### src/rtl/rlt_pkg.sv
// rlt_pkg: shared types, constants and tables for the rgb565 lab threshold classifier
// no dependencies
`default_nettype none
package rlt_pkg;

  // configuration register indexes
  typedef enum logic [2:0] {
    REG_L_LOWER = 3'd0,
    REG_L_UPPER = 3'd1,
    REG_A_LOWER = 3'd2,
    REG_A_UPPER = 3'd3,
    REG_B_LOWER = 3'd4,
    REG_B_UPPER = 3'd5
  } rlt_reg_t;

  localparam int CFG_IDX_W = 3;
  localparam int CFG_DATA_W = 10;

  // reset values of the bounds
  localparam logic signed [9:0] L_LOWER_RST = 10'sd0;
  localparam logic signed [9:0] L_UPPER_RST = 10'sd100;
  localparam logic signed [9:0] A_LOWER_RST = -10'sd128;
  localparam logic signed [9:0] A_UPPER_RST = 10'sd127;
  localparam logic signed [9:0] B_LOWER_RST = -10'sd128;
  localparam logic signed [9:0] B_UPPER_RST = 10'sd127;

  // default depth of the result queue (power of two)
  localparam int RLT_Q_DEPTH = 2;

  // xyz coefficients, 20 bit fraction
  localparam logic [29:0] CX_R = 30'd455026;
  localparam logic [29:0] CX_G = 30'd394489;
  localparam logic [29:0] CX_B = 30'd199046;
  localparam logic [29:0] CY_R = 30'd223002;
  localparam logic [29:0] CY_G = 30'd749900;
  localparam logic [29:0] CY_B = 30'd75675;
  localparam logic [29:0] CZ_R = 30'd18619;
  localparam logic [29:0] CZ_G = 30'd114786;
  localparam logic [29:0] CZ_B = 30'd915097;

  // cube root pipeline length, one result bit per stage
  localparam int ROOT_BITS = 10;
  // last index served by the linear segment of f(t)
  localparam int LOW_LAST = 9;

  // srgb decode curve scaled by 1024
  localparam logic [9:0] GAMMA_ROM [64] = '{
    10'd0,   10'd1,   10'd2,   10'd3,   10'd5,   10'd7,   10'd9,   10'd11,
    10'd14,  10'd17,  10'd21,  10'd25,  10'd30,  10'd34,  10'd40,  10'd45,
    10'd52,  10'd58,  10'd65,  10'd73,  10'd81,  10'd90,  10'd99,  10'd108,
    10'd118, 10'd129, 10'd140, 10'd152, 10'd164, 10'd177, 10'd190, 10'd204,
    10'd219, 10'd234, 10'd249, 10'd266, 10'd283, 10'd300, 10'd318, 10'd337,
    10'd356, 10'd376, 10'd397, 10'd418, 10'd440, 10'd463, 10'd486, 10'd510,
    10'd535, 10'd560, 10'd586, 10'd612, 10'd640, 10'd668, 10'd696, 10'd726,
    10'd756, 10'd787, 10'd819, 10'd851, 10'd884, 10'd918, 10'd952, 10'd987
  };

  // linear segment of f(t) for small indexes
  localparam logic [9:0] LAB_LOW_ROM [10] = '{
    10'd141, 10'd148, 10'd156, 10'd164, 10'd172,
    10'd180, 10'd187, 10'd195, 10'd203, 10'd211
  };

  typedef struct packed {
    logic signed [9:0] l_lower;
    logic signed [9:0] l_upper;
    logic signed [9:0] a_lower;
    logic signed [9:0] a_upper;
    logic signed [9:0] b_lower;
    logic signed [9:0] b_upper;
  } rlt_bounds_t;

  typedef struct packed {
    logic [6:0]        lightness;
    logic signed [9:0] chroma_a;
    logic signed [8:0] chroma_b;
    logic              in_range;
  } rlt_res_t;

endpackage
`default_nettype wire

### src/rtl/rlt_queue.sv
// rlt_queue: short result queue between the classifier pipeline and the output
// depends on rlt_pkg
`default_nettype none
module rlt_queue
  import rlt_pkg::*;
#(
  parameter int Q_DEPTH = RLT_Q_DEPTH
) (
  input  wire logic     clk,
  input  wire logic     rst_n,
  input  wire logic     push_valid,
  output logic          push_ready,
  input  wire rlt_res_t push_data,
  output logic          pop_valid,
  input  wire logic     pop_ready,
  output rlt_res_t      pop_data
);

  localparam int PW = (Q_DEPTH > 1) ? $clog2(Q_DEPTH) : 1;
  localparam int CW = $clog2(Q_DEPTH + 1);

  rlt_res_t        mem [Q_DEPTH];
  logic [PW-1:0]   wr_ptr_r, rd_ptr_r;
  logic [CW-1:0]   count_r;
  logic            push, pop;

  assign push_ready = count_r != CW'(Q_DEPTH);
  assign pop_valid  = count_r != '0;
  assign push       = push_valid && push_ready;
  assign pop        = pop_valid && pop_ready;
  assign pop_data   = mem[rd_ptr_r];

  // storage
  always_ff @(posedge clk) begin
    if (push) begin
      mem[wr_ptr_r] <= push_data;
    end
  end

  // pointers and fill count
  always_ff @(posedge clk) begin
    if (!rst_n) begin
      wr_ptr_r <= '0;
      rd_ptr_r <= '0;
      count_r  <= '0;
    end else begin
      if (push) wr_ptr_r <= wr_ptr_r + PW'(1);
      if (pop)  rd_ptr_r <= rd_ptr_r + PW'(1);
      if (push && !pop) begin
        count_r <= count_r + CW'(1);
      end else if (pop && !push) begin
        count_r <= count_r - CW'(1);
      end
    end
  end

  a_count_bound: assert property (@(posedge clk) disable iff (!rst_n)
    count_r <= CW'(Q_DEPTH))
    else $error("queue count past depth");

  a_count_up: assert property (@(posedge clk) disable iff (!rst_n)
    (push && !pop) |=> count_r == $past(count_r) + CW'(1))
    else $error("push lost");

  a_count_down: assert property (@(posedge clk) disable iff (!rst_n)
    (pop && !push) |=> count_r == $past(count_r) - CW'(1))
    else $error("pop lost");

endmodule
`default_nettype wire

### config.mk
export PLATFORM = sky130hd
export DESIGN_NAME = rlt_queue
export DESIGN_NICKNAME = d
export VERILOG_FILES = /design/src/rtl/rlt_pkg.sv /design/src/rtl/rlt_queue.sv
export SDC_FILE = /design/constraint.sdc
export NUM_CORES = 1
export LEC_CHECK = 0
export BUFFER_PORTS_ARGS = -buffer_cell sky130_fd_sc_hd__buf_2
export CORE_AREA = 2 2 77 79
export CTS_BUF_LIST = sky130_fd_sc_hd__clkbuf_4 sky130_fd_sc_hd__clkbuf_8
export DETAILED_ROUTE_END_ITERATION = 10
export DIE_AREA = 0 0 79 81
export MAX_ROUTING_LAYER = met4
export SYNTH_ARGS = -nofsm -noshare
export SYNTH_HDL_FRONTEND = slang
export SYNTH_SLANG_ARGS = --single-unit
### constraint.sdc
create_clock -name clk -period 2.8 [get_ports clk]
set_input_delay 0.42 -clock clk [delete_from_list [all_inputs] [get_ports clk]]
set_output_delay 0.42 -clock clk [all_outputs]
set_load 0.01 [all_outputs]
Yosys cells after proc, flatten, opt, wreduce, memory -nomap -nowiden
Memories as Yosys holds them, arrays and structs flattened. A register that Yosys moved wholly into a read port is not among the register bits.
Cells that the tools add are included.

operators by class
  muxes and demuxes = 6
  reductions and logical operators = 8
  equal/unequal tests = 1
  $add $sub $neg = 4

operators with widths
  cell                   count
  $logic_and A1 B1 Y1    4
  $mux W1                4
  $mux W2                2
  $reduce_bool A2 Y1     2
  $add A1 B1 Y1 const B  2
  $add A2 B1 Y2 const B  1
  $logic_not A1 Y1       2
  $ne A2 B2 Y1 const B   1
  $sub A2 B1 Y2 const B  1

word-level totals
  bits of input ports = 31
  memories = 1
  register bits after elaboration = 4
  output and inout bits = 29
  RAM bits = 54
  word-level logic and storage cells = 23

memories
  name  depth  width  rd ports  clocked after Yosys merged registers in  write ports  line             RTL
  mem   2      27     1         1                                        1            rlt_queue.sv:22  rlt_res_t mem [Q_DEPTH];

Logic depth before layout (Yosys ltp)
  depth in word-level cells = 6
  mapped depth = 6
  depth with buffers taken out = 6

Least setup slack after synthesis
OpenSTA, ideal clock, no wires.

  path type = register to register
  start = register count_r[0]
  end = memory mem[1][0] in the netlist's numbering (enable)
  setup time = 386 ps
  clock period less this slack = 1,682 ps
  required time = 2,414 ps
  arrival time = 1,296 ps
  cell stages (with the launch flop) = 3
  path buffers = 0
  setup slack = 1,118 ps
  cell sequence = dfxtp_1 -> nand2b_4 -> and3_1

on the way
  word-level cells in the longest chain between the ends = 4

RTL lines
  item                           line             RTL
  from (decl)                    rlt_queue.sv:24  logic [CW-1:0] count_r;
  from (signal assigned)         rlt_queue.sv:50  count_r <= count_r + CW'(1);
  from (signal assigned)         rlt_queue.sv:52  count_r <= count_r - CW'(1);
  $ne A2 B2 Y1                   rlt_queue.sv:27  assign push_ready = count_r != CW'(Q_DEPTH);
  net push_ready                 rlt_queue.sv:12  output logic push_ready,
  $logic_and A1 B1 Y1            rlt_queue.sv:29  assign push = push_valid && push_ready;
  $mux W1                        rlt_queue.sv:35  if (push) begin
  $mux W1 (implied by the code)  rlt_queue.sv:36  mem[wr_ptr_r] <= push_data;
  to (decl)                      rlt_queue.sv:22

The timed path passes the listed nets, and every way through them passes these cells.

==> summary.md <==
| Metric | Value |
|---|---|
| Mapped Nets | `140` |
| Library cells used by synthesis | `20` |
| Ys async rst share | `0%` |
| Dpl cells | `244` |
| Area growth, synth to finish | `29.33%` |
| Final min period | `1815 ps` |
| RSZ-0062 raised after global routing | `no` |
| Worst R2R Path Depth | `4` |
| Clock Latency Late Sink | `330 ps` |
| CP Capture Type | `output pin` |
| CP Launch Type | `flop` |
| Layout net count | `212` |
| # IOs | `60` |
| Hold path depth | `1` |
| Post-synth top area share | `74.10%` |
| CTS tree | `built` |
| Relative slew slack | `65.21%` |
| Pre-antenna DRT Iters | `4` |
| Setup TNS | `0 ps` |
| Routing usage on met2 | `20.85%` |
| Endpoints failing hold | `0` |
| Worst-path cell chain | `buf_4 > mux2_2 > buf_2` |
| Final instance area | `2830 um^2` |
| Global-route wire length before repair | `5589 um` |
| Antenna-violating nets left | `0` |
| DP Worst Slack | `1023 ps` |
| Crit path DAT | `1390 ps` |
| Worst Path Required | `2380 ps` |
| Fin crit share | `64.82%` |
| Leakage | `1.087 nW` |
| Gr ovfl total | `0` |
| DR vias/cell | `4.519` |
| MaxCap Viol Count | `0` |
| Least-Margin Pin Slew | `521.3 ps` |
| DR vias | `1175` |
| Post CTS Setup Buffer Count | `0` |
| Buffers on Ports | `59` |
| Initial DRC Count | `43` |
| Number of global-route vias before repair | `1228` |
| Total CTS buffers | `9` |
| GR Util All Layers | `12.72%` |
| Largest stage delay on the critical path | `380 ps` |
| Core area | `5675 um^2` |
| H-tree depth | `3` |
| P per Cell Area | `946.5 nW/um^2` |
| DR DRC count | `0` |
| Hold buffer count at CTS | `0` |
| R2R Path End | `mem[0][20]` |
| Seq/Total Area, Yosys | `78.67%` |
| Syn Inst Count | `108` |
| CTS Buffer Depth | `2` |
| #FFs+latches synth | `59` |
| Area post-placement | `2595 um^2` |
| Main synth FF type | `edfxtp_1` |
| Met1 Usage GRT | `13.40%` |
| Fin cells | `260` |
| Hold Slack | `280.3 ps` |
| Crit path max fanout | `14` |
| Largest delay share family, worst path | `multiplexers` |
| Avg Inst Size Synth | `20.26 um^2` |
| Worst Hold Path EP | `mem[0][24]` |
| Synth warn | `0` |
| Worst Hold Launch | `push_data[24]` |
| Initial antenna violation count | `0` |
| Share of cells above drive strength 1 | `58.92%` |
| Clock sinks | `59` |
| Setup CP Type | `reg -> out` |
| CTS Root Cell | `clkbuf_8` |
| Setup violators final | `0` |
| Largest cells by area after synthesis | `edfxtp_1 74%, mux2_2 14%, dfxtp_1 4.6%` |
| Post-DP HPWL | `2636 um` |
| Post-synth top area cell | `edfxtp_1` |
| Max Slew Vio Count | `0` |
| Largest net degree at the start of global routing | `15` |
| Met3 usage | `4.889%` |
| Die W | `79 um` |
| Synthesized area | `2188 um^2` |
| Status | `finished, final reports clean` |
| Die span in y | `81 um` |
| RR Startpoint | `count_r[0]` |
| Antenna cell count | `0` |
| Reg2Reg Setup Slack | `1050 ps` |
| Most frequent cell after synthesis | `edfxtp_1` |
| Fmax | `551.0 MHz` |
| Routability cong. | `0.6908` |
| Rows | `28` |
| Clk slew on worst S/H paths | `70 ps` |
| Final Skew | `8.797 ps` |
| Final setup margin | `985.1 ps` |
| Initial Util | `38.56%` |
| Hold crit path type | `in -> reg` |
| Die area | `6399 um^2` |
| Peak VDD IR | `0.5430 mV` |
| Routed len/inst | `14.40 um` |
| EDFF count, synth | `54` |
| Slowest CP cell | `mux2_2` |
| Post_cts resized | `0` |
| Routed wire length | `3745 um` |
| CP Buf/Inv Count | `2` |
| Synth top cells by count | `54 x edfxtp_1, 27 x mux2_2, 5 x dfxtp_1` |
| Grt peak-use layer | `met2` |
-- logic make-up after synthesis --
kind of cell / synth area share (%)
xor+xnor: 1.201
flops: 78.67
simple gates: 2.973
buf+inv: 1.086
compound gates: 1.601
fa+ha+maj: 0.5717
mux: 13.89
-- sequential cells by signal, indices dropped and copies added, names as in the netlist, named ones only --
name,flops
count_r,2
mem,54
rd_ptr_r,1
wr_ptr_r,1
-- per-stage QoR --
stage	util, %	power, mW
4_1_cts	49.87	2.723
3_5_place_dp	45.72	1.816
5_1_grt	49.87	2.805
6_report	49.87	2.679
2_1_floorplan	-	1.578
3_3_place_gp	45.72	1.786
-- routing by layer --
metal  wire, um  part of all wire [%]  vias to the layer above
met5          0                     0                        -
met4         63                   1.7                        0
met3        202                   5.4                        7
met2       1986                    53                       36
met1       1493                    40                      568
li1           -                     -                      564
-- where the power goes --
group | internal [mW] | switching, mW
Combinational | 0.318 | 0.318
Sequential | 1.11 | 0.0439
Clock | 0.595 | 0.300
Total | 2.02 | 0.661
-- how the worst max path moves through the flow --
stage,start,endpoint,cells after the start
detailed placement,count_r[0],mem[0][21],4
global route,flop,pop_data[23],3
finish,flop,pop_data[23],3
floorplan,count_r[0],mem[1][0],2
CTS,flop,pop_data[23],3
global placement,count_r[0],mem[0][21],4
-- cells in the final DEF (no fill, tap or decap), types with 2 or more instances in the layout --
| cell type | instances |
|---|---|
| buf_2 | 59 |
| edfxtp_1 | 54 |
| mux2_2 | 27 |
| clkbuf_8 | 9 |
| dfxtp_1 | 5 |
| buf_4 | 5 |
| and2_1 | 4 |
| bufinv_16 | 3 |
| xnor2_1 | 2 |
| clkinv_2 | 2 |
-- area by class of cell --
class / count / area, um^2
Tap cell: 75 / 93.84
Sequential cell: 59 / 1722
Inverter: 1 / 3.754
Clock inverter: 6 / 103.9
Multi-Input combinational cell: 45 / 442.9
Fill cell: 502 / 2845
Clock buffer: 10 / 131.4
Timing Repair Buffer: 64 / 332.8
-- worst register-to-register path: cells and delay by family (launching register included) --
family        cells  cell delay, ps
buf+inv           2             730
flops             1             420
simple gates      2             290
Power figures use the tool's default switching activity.
